[src/hw/rtl/afbb_pkg.sv]
// ----------------------------------------------------------------------------
// Foreground bounding box package
// Shared types and constants for the pixel pipeline, the coordinate mapper
// and the box accumulator.
// ----------------------------------------------------------------------------
package afbb_pkg;

  localparam int COORD_W = 16;
  localparam int END_W   = 17;
  localparam int GAIN_W  = 20;
  localparam int OFFS_W  = 31;
  localparam int FRAC_W  = 16;
  localparam int PROD_W  = GAIN_W + COORD_W;
  localparam int SUM_W   = PROD_W + 2;
  localparam int WIDTH_W = 13;
  localparam int LIM_W   = 16;
  localparam int DATA_W  = 31;
  localparam int INDEX_W = 3;

  localparam logic [WIDTH_W-1:0] IMAGE_WIDTH_RESET = 13'd640;
  localparam logic [GAIN_W-1:0]  UNIT_GAIN         = 20'd65536;

  typedef enum logic [INDEX_W-1:0] {
    REG_IMAGE_WIDTH  = 3'd0,
    REG_USE_AFFINE   = 3'd1,
    REG_ROW_GAIN_ROW = 3'd2,
    REG_ROW_GAIN_COL = 3'd3,
    REG_ROW_OFFSET   = 3'd4,
    REG_COL_GAIN_ROW = 3'd5,
    REG_COL_GAIN_COL = 3'd6,
    REG_COL_OFFSET   = 3'd7
  } reg_idx_e;

  typedef struct packed {
    logic              use_affine;
    logic [GAIN_W-1:0] row_gain_row;
    logic [GAIN_W-1:0] row_gain_col;
    logic [OFFS_W-1:0] row_offset;
    logic [GAIN_W-1:0] col_gain_row;
    logic [GAIN_W-1:0] col_gain_col;
    logic [OFFS_W-1:0] col_offset;
  } map_cfg_t;

  typedef struct packed {
    logic               lit;
    logic               last;
    logic [COORD_W-1:0] row;
    logic [COORD_W-1:0] col;
  } item_t;

endpackage

[src/hw/rtl/afbb_map.sv]
// ----------------------------------------------------------------------------
// Coordinate mapper
// Two pipeline stages: the four affine products, then, if use_affine is set,
// the sums with offset, division by 65536 towards zero and signed saturation.
// ----------------------------------------------------------------------------
module afbb_map (
  input  logic                clk_i,
  input  logic                rst_ni,
  input  afbb_pkg::map_cfg_t  cfg_i,
  input  logic                in_valid_i,
  input  afbb_pkg::item_t     in_item_i,
  output logic                in_ready_o,
  output logic                out_valid_o,
  output afbb_pkg::item_t     out_item_o,
  input  logic                out_ready_i
);

  localparam int PW = afbb_pkg::PROD_W;
  localparam int SW = afbb_pkg::SUM_W;
  localparam int CW = afbb_pkg::COORD_W;
  localparam int FW = afbb_pkg::FRAC_W;
  localparam int QW = SW - FW;

  function automatic logic [CW-1:0] div_sat(input logic signed [SW-1:0] s);
    logic signed [SW-1:0] bias;
    logic signed [SW-1:0] t;
    logic signed [QW-1:0] q;
    logic signed [QW-1:0] hi;
    logic signed [QW-1:0] lo;
    bias = s[SW-1] ? SW'((1 << FW) - 1) : '0;
    t    = s + bias;
    q    = t[SW-1:FW];
    hi   = QW'((1 << (CW - 1)) - 1);
    lo   = -hi - QW'(1);
    if (q > hi) begin
      return hi[CW-1:0];
    end else if (q < lo) begin
      return lo[CW-1:0];
    end
    return q[CW-1:0];
  endfunction

  logic                 p_valid_q;
  afbb_pkg::item_t      p_item_q;
  logic signed [PW-1:0] prr_q, prc_q, pcr_q, pcc_q;
  logic signed [PW-1:0] prr_d, prc_d, pcr_d, pcc_d;
  logic                 m_valid_q;
  afbb_pkg::item_t      m_item_q;
  afbb_pkg::item_t      m_item_d;
  logic signed [SW-1:0] sum_row, sum_col;
  logic                 p_ready, m_ready;

  assign m_ready    = !m_valid_q || out_ready_i;
  assign p_ready    = !p_valid_q || m_ready;
  assign in_ready_o = p_ready;

  assign prr_d = $signed(cfg_i.row_gain_row) * $signed(in_item_i.row);
  assign prc_d = $signed(cfg_i.row_gain_col) * $signed(in_item_i.col);
  assign pcr_d = $signed(cfg_i.col_gain_row) * $signed(in_item_i.row);
  assign pcc_d = $signed(cfg_i.col_gain_col) * $signed(in_item_i.col);

  assign sum_row = SW'(prr_q) + SW'(prc_q) + SW'($signed(cfg_i.row_offset));
  assign sum_col = SW'(pcr_q) + SW'(pcc_q) + SW'($signed(cfg_i.col_offset));

  always_comb begin
    m_item_d = p_item_q;
    if (cfg_i.use_affine) begin
      m_item_d.row = div_sat(sum_row);
      m_item_d.col = div_sat(sum_col);
    end
  end

  always_ff @(posedge clk_i or negedge rst_ni) begin
    if (!rst_ni) begin
      p_valid_q <= 1'b0;
      m_valid_q <= 1'b0;
    end else begin
      if (p_ready) begin
        p_valid_q <= in_valid_i;
      end
      if (m_ready) begin
        m_valid_q <= p_valid_q;
      end
    end
  end

  always_ff @(posedge clk_i) begin
    if (p_ready && in_valid_i) begin
      p_item_q <= in_item_i;
      prr_q    <= prr_d;
      prc_q    <= prc_d;
      pcr_q    <= pcr_d;
      pcc_q    <= pcc_d;
    end
    if (m_ready && p_valid_q) begin
      m_item_q <= m_item_d;
    end
  end

  assign out_valid_o = m_valid_q;
  assign out_item_o  = m_item_q;

endmodule

[src/hw/rtl/afbb_fold.sv]
// ----------------------------------------------------------------------------
// Box accumulator
// Folds mapped coordinates of lit pixels into running minima and maxima and
// loads the result register on the last pixel of a frame.
// ----------------------------------------------------------------------------
module afbb_fold (
  input  logic                              clk_i,
  input  logic                              rst_ni,
  input  logic                              in_valid_i,
  input  afbb_pkg::item_t                   in_item_i,
  output logic                              in_ready_o,
  output logic                              out_valid_o,
  input  logic                              out_stall_i,
  output logic                              found_o,
  output logic signed [afbb_pkg::COORD_W-1:0] min_row_o,
  output logic signed [afbb_pkg::COORD_W-1:0] min_col_o,
  output logic signed [afbb_pkg::END_W-1:0]   end_row_o,
  output logic signed [afbb_pkg::END_W-1:0]   end_col_o
);

  localparam int CW = afbb_pkg::COORD_W;
  localparam int EW = afbb_pkg::END_W;

  logic                 seen_q, seen_d;
  logic signed [CW-1:0] lo_row_q, lo_col_q, hi_row_q, hi_col_q;
  logic signed [CW-1:0] lo_row_d, lo_col_d, hi_row_d, hi_col_d;
  logic signed [CW-1:0] nr, nc;
  logic                 res_valid_q, res_valid_d;
  logic                 found_q;
  logic signed [CW-1:0] min_row_q, min_col_q;
  logic signed [EW-1:0] end_row_q, end_col_q;
  logic                 res_ready, fire, fire_last;

  assign res_ready  = !res_valid_q || !out_stall_i;
  assign in_ready_o = !in_item_i.last || res_ready;
  assign fire       = in_valid_i && in_ready_o;
  assign fire_last  = fire && in_item_i.last;

  assign nr = $signed(in_item_i.row);
  assign nc = $signed(in_item_i.col);

  always_comb begin
    seen_d   = seen_q;
    lo_row_d = lo_row_q;
    lo_col_d = lo_col_q;
    hi_row_d = hi_row_q;
    hi_col_d = hi_col_q;
    if (in_item_i.lit) begin
      seen_d = 1'b1;
      if (!seen_q) begin
        lo_row_d = nr;
        hi_row_d = nr;
        lo_col_d = nc;
        hi_col_d = nc;
      end else begin
        if (nr < lo_row_q) lo_row_d = nr;
        if (nr > hi_row_q) hi_row_d = nr;
        if (nc < lo_col_q) lo_col_d = nc;
        if (nc > hi_col_q) hi_col_d = nc;
      end
    end
  end

  assign res_valid_d = (res_valid_q && out_stall_i) || fire_last;

  always_ff @(posedge clk_i or negedge rst_ni) begin
    if (!rst_ni) begin
      seen_q      <= 1'b0;
      lo_row_q    <= '0;
      lo_col_q    <= '0;
      hi_row_q    <= '0;
      hi_col_q    <= '0;
      res_valid_q <= 1'b0;
    end else begin
      res_valid_q <= res_valid_d;
      if (fire_last) begin
        seen_q   <= 1'b0;
        lo_row_q <= '0;
        lo_col_q <= '0;
        hi_row_q <= '0;
        hi_col_q <= '0;
      end else if (fire) begin
        seen_q   <= seen_d;
        lo_row_q <= lo_row_d;
        lo_col_q <= lo_col_d;
        hi_row_q <= hi_row_d;
        hi_col_q <= hi_col_d;
      end
    end
  end

  always_ff @(posedge clk_i) begin
    if (fire_last) begin
      found_q <= seen_d;
      if (seen_d) begin
        min_row_q <= lo_row_d;
        min_col_q <= lo_col_d;
        end_row_q <= EW'(hi_row_d) + EW'(1);
        end_col_q <= EW'(hi_col_d) + EW'(1);
      end else begin
        min_row_q <= '0;
        min_col_q <= '0;
        end_row_q <= '0;
        end_col_q <= '0;
      end
    end
  end

  assign out_valid_o = res_valid_q;
  assign found_o     = found_q;
  assign min_row_o   = min_row_q;
  assign min_col_o   = min_col_q;
  assign end_row_o   = end_row_q;
  assign end_col_o   = end_col_q;

endmodule

[src/hw/rtl/affine_nonblack_bounding_box.sv]
// ----------------------------------------------------------------------------
// Affine non-black bounding box
// Tracks raster position, maps coordinates of non-black pixels and reports
// the bounding box of each frame on its last pixel.
// ----------------------------------------------------------------------------
//
//   Channel  Direction  Handshake              Payload
//   in       input      in_valid_i/in_stall_o   red, green, blue, last_pixel
//   out      output     out_valid_o/out_stall_i found, min/end row and column
//   cfg      input      cfg_valid_i/cfg_ready_o cfg_index_i, cfg_data_i
//
// One pixel transaction is taken per cycle while in_stall_o is low; the result
// of a frame passes, once its last pixel is taken, through the input register,
// the product register, the mapped-coordinate register and the result register.
// Reset clears counters, box state and the pipeline and restores register
// defaults. Back-pressure on the result holds the pipeline only once a
// last-pixel transaction reaches the accumulator while a result still waits.
//
module affine_nonblack_bounding_box #(
  parameter int MAX_DIM = 4096
) (
  input  logic                                  clk_i,
  input  logic                                  rst_ni,
  input  logic                                  in_valid_i,
  output logic                                  in_stall_o,
  input  logic [7:0]                            red_i,
  input  logic [7:0]                            green_i,
  input  logic [7:0]                            blue_i,
  input  logic                                  last_pixel_i,
  output logic                                  out_valid_o,
  input  logic                                  out_stall_i,
  output logic                                  found_o,
  output logic signed [afbb_pkg::COORD_W-1:0]   min_row_o,
  output logic signed [afbb_pkg::COORD_W-1:0]   min_col_o,
  output logic signed [afbb_pkg::END_W-1:0]     end_row_o,
  output logic signed [afbb_pkg::END_W-1:0]     end_col_o,
  input  logic                                  cfg_valid_i,
  output logic                                  cfg_ready_o,
  input  logic [afbb_pkg::INDEX_W-1:0]          cfg_index_i,
  input  logic [afbb_pkg::DATA_W-1:0]           cfg_data_i
);

  localparam int CntW = $clog2(MAX_DIM);
  localparam int LW   = afbb_pkg::LIM_W;
  localparam int WW   = afbb_pkg::WIDTH_W;
  localparam int GW   = afbb_pkg::GAIN_W;
  localparam int OW   = afbb_pkg::OFFS_W;
  localparam int CW   = afbb_pkg::COORD_W;
  localparam logic [LW-1:0]   MaxDimL = LW'(MAX_DIM);
  localparam logic [CntW-1:0] RowLast = CntW'(MAX_DIM - 1);

  logic [WW-1:0]      width_q;
  afbb_pkg::map_cfg_t cfg_q;
  logic [CntW-1:0]    row_cnt_q, row_cnt_d;
  logic [CntW-1:0]    col_cnt_q, col_cnt_d;
  logic [LW-1:0]      width_eff, col_next;
  logic               s0_valid_q;
  afbb_pkg::item_t    s0_item_q;
  logic               s0_ready, in_fire;
  logic               map_ready;
  logic               mapped_valid;
  afbb_pkg::item_t    mapped_item;
  logic               fold_ready;

  assign cfg_ready_o = 1'b1;

  always_ff @(posedge clk_i or negedge rst_ni) begin
    if (!rst_ni) begin
      width_q            <= afbb_pkg::IMAGE_WIDTH_RESET;
      cfg_q.use_affine   <= 1'b0;
      cfg_q.row_gain_row <= afbb_pkg::UNIT_GAIN;
      cfg_q.row_gain_col <= '0;
      cfg_q.row_offset   <= '0;
      cfg_q.col_gain_row <= '0;
      cfg_q.col_gain_col <= afbb_pkg::UNIT_GAIN;
      cfg_q.col_offset   <= '0;
    end else if (cfg_valid_i && cfg_ready_o) begin
      case (afbb_pkg::reg_idx_e'(cfg_index_i))
        afbb_pkg::REG_IMAGE_WIDTH:  width_q            <= cfg_data_i[WW-1:0];
        afbb_pkg::REG_USE_AFFINE:   cfg_q.use_affine   <= cfg_data_i[0];
        afbb_pkg::REG_ROW_GAIN_ROW: cfg_q.row_gain_row <= cfg_data_i[GW-1:0];
        afbb_pkg::REG_ROW_GAIN_COL: cfg_q.row_gain_col <= cfg_data_i[GW-1:0];
        afbb_pkg::REG_ROW_OFFSET:   cfg_q.row_offset   <= cfg_data_i[OW-1:0];
        afbb_pkg::REG_COL_GAIN_ROW: cfg_q.col_gain_row <= cfg_data_i[GW-1:0];
        afbb_pkg::REG_COL_GAIN_COL: cfg_q.col_gain_col <= cfg_data_i[GW-1:0];
        afbb_pkg::REG_COL_OFFSET:   cfg_q.col_offset   <= cfg_data_i[OW-1:0];
        default: ;
      endcase
    end
  end

  always_comb begin
    width_eff = LW'(width_q);
    if (width_q == '0) begin
      width_eff = LW'(1);
    end else if (LW'(width_q) > MaxDimL) begin
      width_eff = MaxDimL;
    end
  end

  assign col_next = LW'(col_cnt_q) + LW'(1);

  always_comb begin
    row_cnt_d = row_cnt_q;
    col_cnt_d = col_next[CntW-1:0];
    if (last_pixel_i) begin
      row_cnt_d = '0;
      col_cnt_d = '0;
    end else if (col_next >= width_eff) begin
      col_cnt_d = '0;
      row_cnt_d = (row_cnt_q == RowLast) ? '0 : row_cnt_q + CntW'(1);
    end
  end

  assign s0_ready   = !s0_valid_q || map_ready;
  assign in_stall_o = !s0_ready;
  assign in_fire    = in_valid_i && s0_ready;

  always_ff @(posedge clk_i or negedge rst_ni) begin
    if (!rst_ni) begin
      row_cnt_q  <= '0;
      col_cnt_q  <= '0;
      s0_valid_q <= 1'b0;
    end else begin
      if (s0_ready) begin
        s0_valid_q <= in_valid_i;
      end
      if (in_fire) begin
        row_cnt_q <= row_cnt_d;
        col_cnt_q <= col_cnt_d;
      end
    end
  end

  always_ff @(posedge clk_i) begin
    if (in_fire) begin
      s0_item_q.lit  <= |{red_i, green_i, blue_i};
      s0_item_q.last <= last_pixel_i;
      s0_item_q.row  <= CW'(row_cnt_q);
      s0_item_q.col  <= CW'(col_cnt_q);
    end
  end

  afbb_map u_map (
    .clk_i       (clk_i),
    .rst_ni      (rst_ni),
    .cfg_i       (cfg_q),
    .in_valid_i  (s0_valid_q),
    .in_item_i   (s0_item_q),
    .in_ready_o  (map_ready),
    .out_valid_o (mapped_valid),
    .out_item_o  (mapped_item),
    .out_ready_i (fold_ready)
  );

  afbb_fold u_fold (
    .clk_i       (clk_i),
    .rst_ni      (rst_ni),
    .in_valid_i  (mapped_valid),
    .in_item_i   (mapped_item),
    .in_ready_o  (fold_ready),
    .out_valid_o (out_valid_o),
    .out_stall_i (out_stall_i),
    .found_o     (found_o),
    .min_row_o   (min_row_o),
    .min_col_o   (min_col_o),
    .end_row_o   (end_row_o),
    .end_col_o   (end_col_o)
  );

  a_empty_box_zero: assert property (@(posedge clk_i) disable iff (!rst_ni)
    out_valid_o && !found_o |->
      min_row_o == '0 && min_col_o == '0 && end_row_o == '0 && end_col_o == '0)
    else $error("Empty frame result carries a non-zero box.");

  a_box_ordered: assert property (@(posedge clk_i) disable iff (!rst_ni)
    out_valid_o && found_o |->
      end_row_o > $signed({min_row_o[CW-1], min_row_o}) &&
      end_col_o > $signed({min_col_o[CW-1], min_col_o}))
    else $error("Bounding box end does not lie beyond its start.");

  a_counters_restart: assert property (@(posedge clk_i) disable iff (!rst_ni)
    in_valid_i && !in_stall_o && last_pixel_i |=> row_cnt_q == '0 && col_cnt_q == '0)
    else $error("Position counters did not restart after the last pixel.");

endmodule

[config.mk]
export PLATFORM = sky130hd
export DESIGN_NAME = affine_nonblack_bounding_box
export DESIGN_NICKNAME = d
export VERILOG_FILES = /design/src/hw/rtl/afbb_pkg.sv /design/src/hw/rtl/afbb_map.sv /design/src/hw/rtl/afbb_fold.sv /design/src/hw/rtl/affine_nonblack_bounding_box.sv
export SDC_FILE = /design/constraint.sdc
export NUM_CORES = 2
export LEC_CHECK = 0
export ABC_AREA = 1
export BUFFER_PORTS_ARGS = -buffer_cell sky130_fd_sc_hd__buf_2
export CORE_UTILIZATION = 30
export CTS_CLUSTER_DIAMETER = 60
export DETAILED_ROUTE_END_ITERATION = 12
export REMOVE_ABC_BUFFERS = 1
export SLEW_MARGIN = 20
export SYNTH_ARGS = -nofsm -noshare
export SYNTH_HDL_FRONTEND = slang
export SYNTH_SLANG_ARGS = --single-unit
[constraint.sdc]
create_clock -name clk_i -period 9 [get_ports clk_i]
set_clock_uncertainty 0.05 [all_clocks]
set_input_delay 1.35 -clock clk_i [delete_from_list [all_inputs] [get_ports clk_i]]
set_output_delay 1.35 -clock clk_i [all_outputs]
set_load 0.02 [all_outputs]
Yosys cells after proc, flatten, opt, wreduce, memory -nomap -nowiden

Index checks and enable logic that the tools add are counted.

Output and inout bits: 70
Bits in read-only memories: 0
Input port bits: 64
Bits in writable memories: 0
Memories: 0
Bits in registers: 534
Latch bits: 0

Equality and inequality tests: 8
Bitwise gates (word level): 0
Shift-type cells: 0
Reductions and logical operators: 33
Divide/modulo/power cells: 0
Multiplexer cells: 45
Add/sub/neg operators: 10
Magnitude comparators: 10
Multipliers: 4

Operator list:

| cell                    | number |
|---|---|
| $mux W16                | 28 |
| $mul A20 B13 Y33        | 4 |
| $add A38 B38 Y38        | 2 |
| $add A34 B31 Y35        | 2 |
| $add A33 B33 Y34        | 2 |
| $mux W12                | 5 |
| $gt A22 B16 Y1 const B  | 2 |
| $lt A22 B16 Y1 const B  | 2 |
| $add A16 B2 Y17 const B | 2 |
| $gt A16 B16 Y1          | 2 |
| $lt A16 B16 Y1          | 2 |
| $mux W28                | 1 |
| $mux W13                | 2 |
| $reduce_or A24 Y1       | 1 |
| $reduce_and A2 Y1       | 9 |
| $ge A13 B16 Y1          | 1 |
| $add A12 B1 Y13 const B | 1 |
| $gt A13 B13 Y1 const B  | 1 |
| $logic_not A13 Y1       | 1 |
| $add A12 B1 Y12 const B | 1 |
| $eq A12 B12 Y1 const B  | 1 |
| $eq A3 B3 Y1 const B    | 4 |
| $mux W1                 | 9 |
| $logic_not A1 Y1        | 7 |
| other kinds (6)         | 18 |

Depth between registers and ports, before layout

Depth in word-level cells: 10
Depth in mapped cells: 37

By module

A second synthesis with hierarchy kept.

Cells, all modules: 9617
Area, all modules: 80224.4 um^2

Modules (own cells, without submodules):

| module                       | cells each | instances | area an instance (um^2) |
|---|---|---|---|
| afbb_map                     | 7713       | 1         | 63444.6 |
| afbb_fold                    | 1053       | 1         | 8419.3 |
| affine_nonblack_bounding_box | 851        | 1         | 8360.5 |

Least setup slack after synthesis

No wires, ideal clock.

Path kind: input to register
Start: input port out_stall_i
End: register u_map.p_item_q, in the netlist u_map.m_item_d[32], enable pin
Buffers on the path: 0
Setup slack: 0.080 ns
Data arrival time: 8.189 ns
Required time: 8.269 ns
Stages: 5
Cells stage by stage: inv_1 > nor3_1 > nand2_1 > nor2_1 > nor2_1

Cells in the longest elaborated chain, start to end: 6

RTL lines:

| item                   | RTL line                           | text |
|---|---|---|
| start: declaration     | affine_nonblack_bounding_box.sv:31 | `input logic out_stall_i,` |
| $logic_not A1 Y1       | afbb_fold.sv:34                    | `assign res_ready = !res_valid_q \|\| !out_stall_i;` |
| $logic_or A1 B1 Y1     | afbb_fold.sv:34                    |  |
| $logic_or A1 B1 Y1     | afbb_fold.sv:35                    | `assign in_ready_o = !in_item_i.last \|\| res_ready;` |
| $logic_or A1 B1 Y1     | afbb_map.sv:53                     | `assign m_ready = !m_valid_q \|\| out_ready_i;` |
| $logic_or A1 B1 Y1     | afbb_map.sv:54                     | `assign p_ready = !p_valid_q \|\| m_ready;` |
| $logic_and A1 B1 Y1    | afbb_map.sv:88                     | `if (p_ready && in_valid_i) begin` |
| end signal: assignment | afbb_map.sv:89                     | `p_item_q <= in_item_i;` |
| end: declaration       | afbb_map.sv:44                     | `afbb_pkg::item_t p_item_q;` |

Every way passes these cells.
A chain may end at the register's enable or synchronous reset.

Worst setup path after layout

Start: register s0_item_q[3] in the netlist's numbering
End: register u_map.prc_q[31], data pin

Cells in the longest elaborated chain, start to end: 1

RTL lines:

| item                   | RTL line                           | text |
|---|---|---|
| start: declaration     | affine_nonblack_bounding_box.sv:58 | `afbb_pkg::item_t s0_item_q;` |
| $mul A20 B13 Y33       | afbb_map.sv:58                     | `assign prc_d = $signed(cfg_i.row_gain_col) * $signed(in_item_i.col);` |
| net u_map.prc_d[31]    | afbb_map.sv:46                     | `logic signed [PW-1:0] prr_d, prc_d, pcr_d, pcc_d;` |
| end signal: assignment | afbb_map.sv:91                     | `prc_q <= prc_d;` |
| end: declaration       | afbb_map.sv:45                     | `logic signed [PW-1:0] prr_q, prc_q, pcr_q, pcc_q;` |

The timed path passes the listed nets, and every way through them passes these cells.

==> run metrics <==
crit path time final=7310 ps; cells along the critical path=nand2_1 -> fa_1 -> inv_1 -> fa_1 -> fa_1 -> inv_1 -> fa_1 -> fa_1 -> inv_1 -> ha_1 -> nand2_1 -> o21ai_0 -> a21boi_0 -> o21ai_0 -> a21boi_0 -> o21ai_0 -> a21boi_0 -> o21bai_1 -> a31oi_1 -> o21ai_0 -> xor2_1; fmax=between 0.1 and 0.15 GHz; Yosys warnings=0; critical path peak fanout=23; Hold WC Path Type=reg -> reg; 1st-pass router iterations=6; Final setup viols=0; row cnt=169; gr ovfl total=0; post-route setup TNS=0 ps; FILL cells=22.2k; CTS H-tree depth=3; Synth area leaders=fa_1, edfxtp_1, inv_1, nand2_1, dfrtp_1; first-pass GRT wire length=about 290 mm; via count=49.6k; Longest Clk Path Bufs=3; Avg Synthesized Cell Area=roughly 8.4 um^2; final setup margin=around 1700 ps; detail-routed via count per cell=4.67; CP Class=reg -> reg; top-area cell type share of the netlist area=29.1%; max-cap violations=0; arrival time at the worst endpoint=7660 ps; count leader, synth=inv_1; gpl congestion=0.927; top cells by count, synth=inv_1, nand2_1, fa_1; # port buffers=around 130; relative slew slack=approximately a quarter; total wire length=between 150 and 200 mm; sequential share of the synthesized area=22.9%; Initial DRC Count=3432; ys flop type=edfxtp_1; nets@finish=9183; HPWL after detailed placement=146 mm; area occupied by multi-input gates=41700 um^2; unrepaired setup endpoints after global routing=false; EDFF count, synth=between 200 and 300; clk_lat worst skew=670 ps; Synth-to-Final Area Change=9.32%; post-CTS setup buffer count=0; DRT antenna net count=0; fraction of layout cells with a size suffix above 1=5.62%; vias in the first global route=50.6k; total CTS buffers=70; asr flop ratio synth=46.6%; CTS tree=done; Die H=466 um; Fin. Hold Viols=0; Buf/Inv on CP=3; largest net degree at the start of global routing=around 160; Total GRT Usage=between 15 and 20%; Hold Buf Count CTS=0; final worst-path cycle share=81.2%; crit-path most repeated cell=fa_1; met2 WL=85.4 mm; cell at the slowest stage of the critical path=edfxtp_1; Core Area=roughly 210000 um^2; FF/Latch Area=14800 um^2; initial core utilization=just over 30%; area leader, netlist=fa_1; cell count after synthesis=7719; initial antenna violation count=23; Util after Layout=33.1%; post-synthesis register bit count=534; Setup crit start kind=register; Resized Gates After CTS=0; Critical Path RT=9350 ps; Clk pin slew, worst setup/hold paths=about 60 ps; Post-Syn Area=64600 um^2; Die Area=roughly 220000 um^2; CTS root buffer=clkbuf_16; Die X=466 um; Yosys cell types=65; CTS sink cnt=534; # DRC=0; Least-Margin Pin Slew=1130 ps; Routed met3 length=10.0 mm; setup slack at placement=around 1800 ps; io pins=134; drt wl/cell=between 15 and 20 um; post-route met1 wirelength=81.9 mm; CP top delay family=adder cells; status=completed; pins over their slew limit=0; top layer in use=met5; slowest stage delay, CP=1070 ps; Setup crit end kind=register
==> cells in the final DEF (no fill, tap or decap), types with 8 or more instances in the layout <==
cell type	netlist	layout
nand2_2	29	32
clkbuf_1	241	15
o21bai_1	22	22
a21oi_1	301	300
buf_2	2	131
buf_4	1	47
clkinv_1	5	8
nand3_2	13	13
clkbuf_16	0	72
or2_2	14	14
a21boi_0	18	18
nand3_1	193	193
o21ai_1	24	26
edfxtp_1	285	285
o21ai_0	303	301
inv_2	7	8
nor4_1	13	13
diode_2	0	9
o211ai_1	8	8
fa_1	940	940
a21o_1	14	14
inv_1	1905	1904
nand2_4	9	9
xnor2_1	61	61
a31oi_1	17	17
mux2_2	22	22
nor3_1	36	35
nor2_2	15	15
xor2_1	137	137
dfrtp_1	245	245
nand2_1	1848	1845
inv_6	0	9
clkinv_2	0	8
nand4_1	39	39
o22ai_1	62	62
o21a_1	19	19
nor2_1	339	337
ha_1	458	458
==> final cells by class <==
type                            count  area share, %
Tap cell                         2821           5.00
Timing Repair Buffer              183           1.56
Multi-Input combinational cell   5015           59.0
Antenna cell                        9         0.0319
Sequential cell                   534           20.9
Clock inverter                     36          0.576
Clock buffer                       92           2.73
Inverter                         1917           10.2
==> cell families after synthesis <==
kind of cell	share of synthesized area (%)
buf+inv	12.7
fa+ha+maj	38.0
flops	22.9
mux	0.383
other cells	0.00580
compound gates	7.03
xor+xnor	2.73
simple gates	16.3
==> metrics by stage <==
| step | instances | cell area [um^2] | hold WS (ps) |
|---|---|---|---|
| after global routing | 10600 | 70600 | 368 |
| after detailed placement | 10500 | 68200 | 355 |
| after floorplan | 7466 | 63600 | 350 |
| final | 10600 | 70600 | 367 |
| after CTS | 10600 | 70600 | 367 |
| after global placement | 10500 | 68200 | 353 |
==> per-layer routing <==
layer  GRT usage (%)  vias up
met5               0        -
met2            28.3     1365
met3            2.35      267
met4            5.38       12
li1                -    23300
met1            22.9    24600
==> worst paths after layout <==
path | start | end | slack [ps] | cells past startpoint
min in group asynchronous | rst_ni | u_fold.lo_row_q[9] | 580 | 1
worst max-delay path | s0_item_q[3] | u_map.prc_q[31] | 1690 | 21
worst min register to register | s0_item_q[32] | u_map.m_item_d[32] | 370 | 0
worst min-delay path | s0_item_q[32] | u_map.m_item_d[32] | 370 | 0
worst max register to register | s0_item_q[3] | u_map.prc_q[31] | 1690 | 21
max in group asynchronous | rst_ni | cfg_q[116] | 6360 | 3
==> flip-flops by register name, indices dropped and copies added, names as in the netlist, 17 cells and up <==
register,cells
cfg_q,143
u_map.out_item_o,34
u_map.pcc_q,33
u_map.pcr_q,33
u_map.prc_q,33
u_map.prr_q,33
s0_item_q,26
u_map.p_item_q,24
u_fold.end_col_o,17
u_fold.end_row_o,17
Power is left out: the tool's default activity adds up to more than one toggle a clock period on the data nets, which glitch-free logic cannot reach.
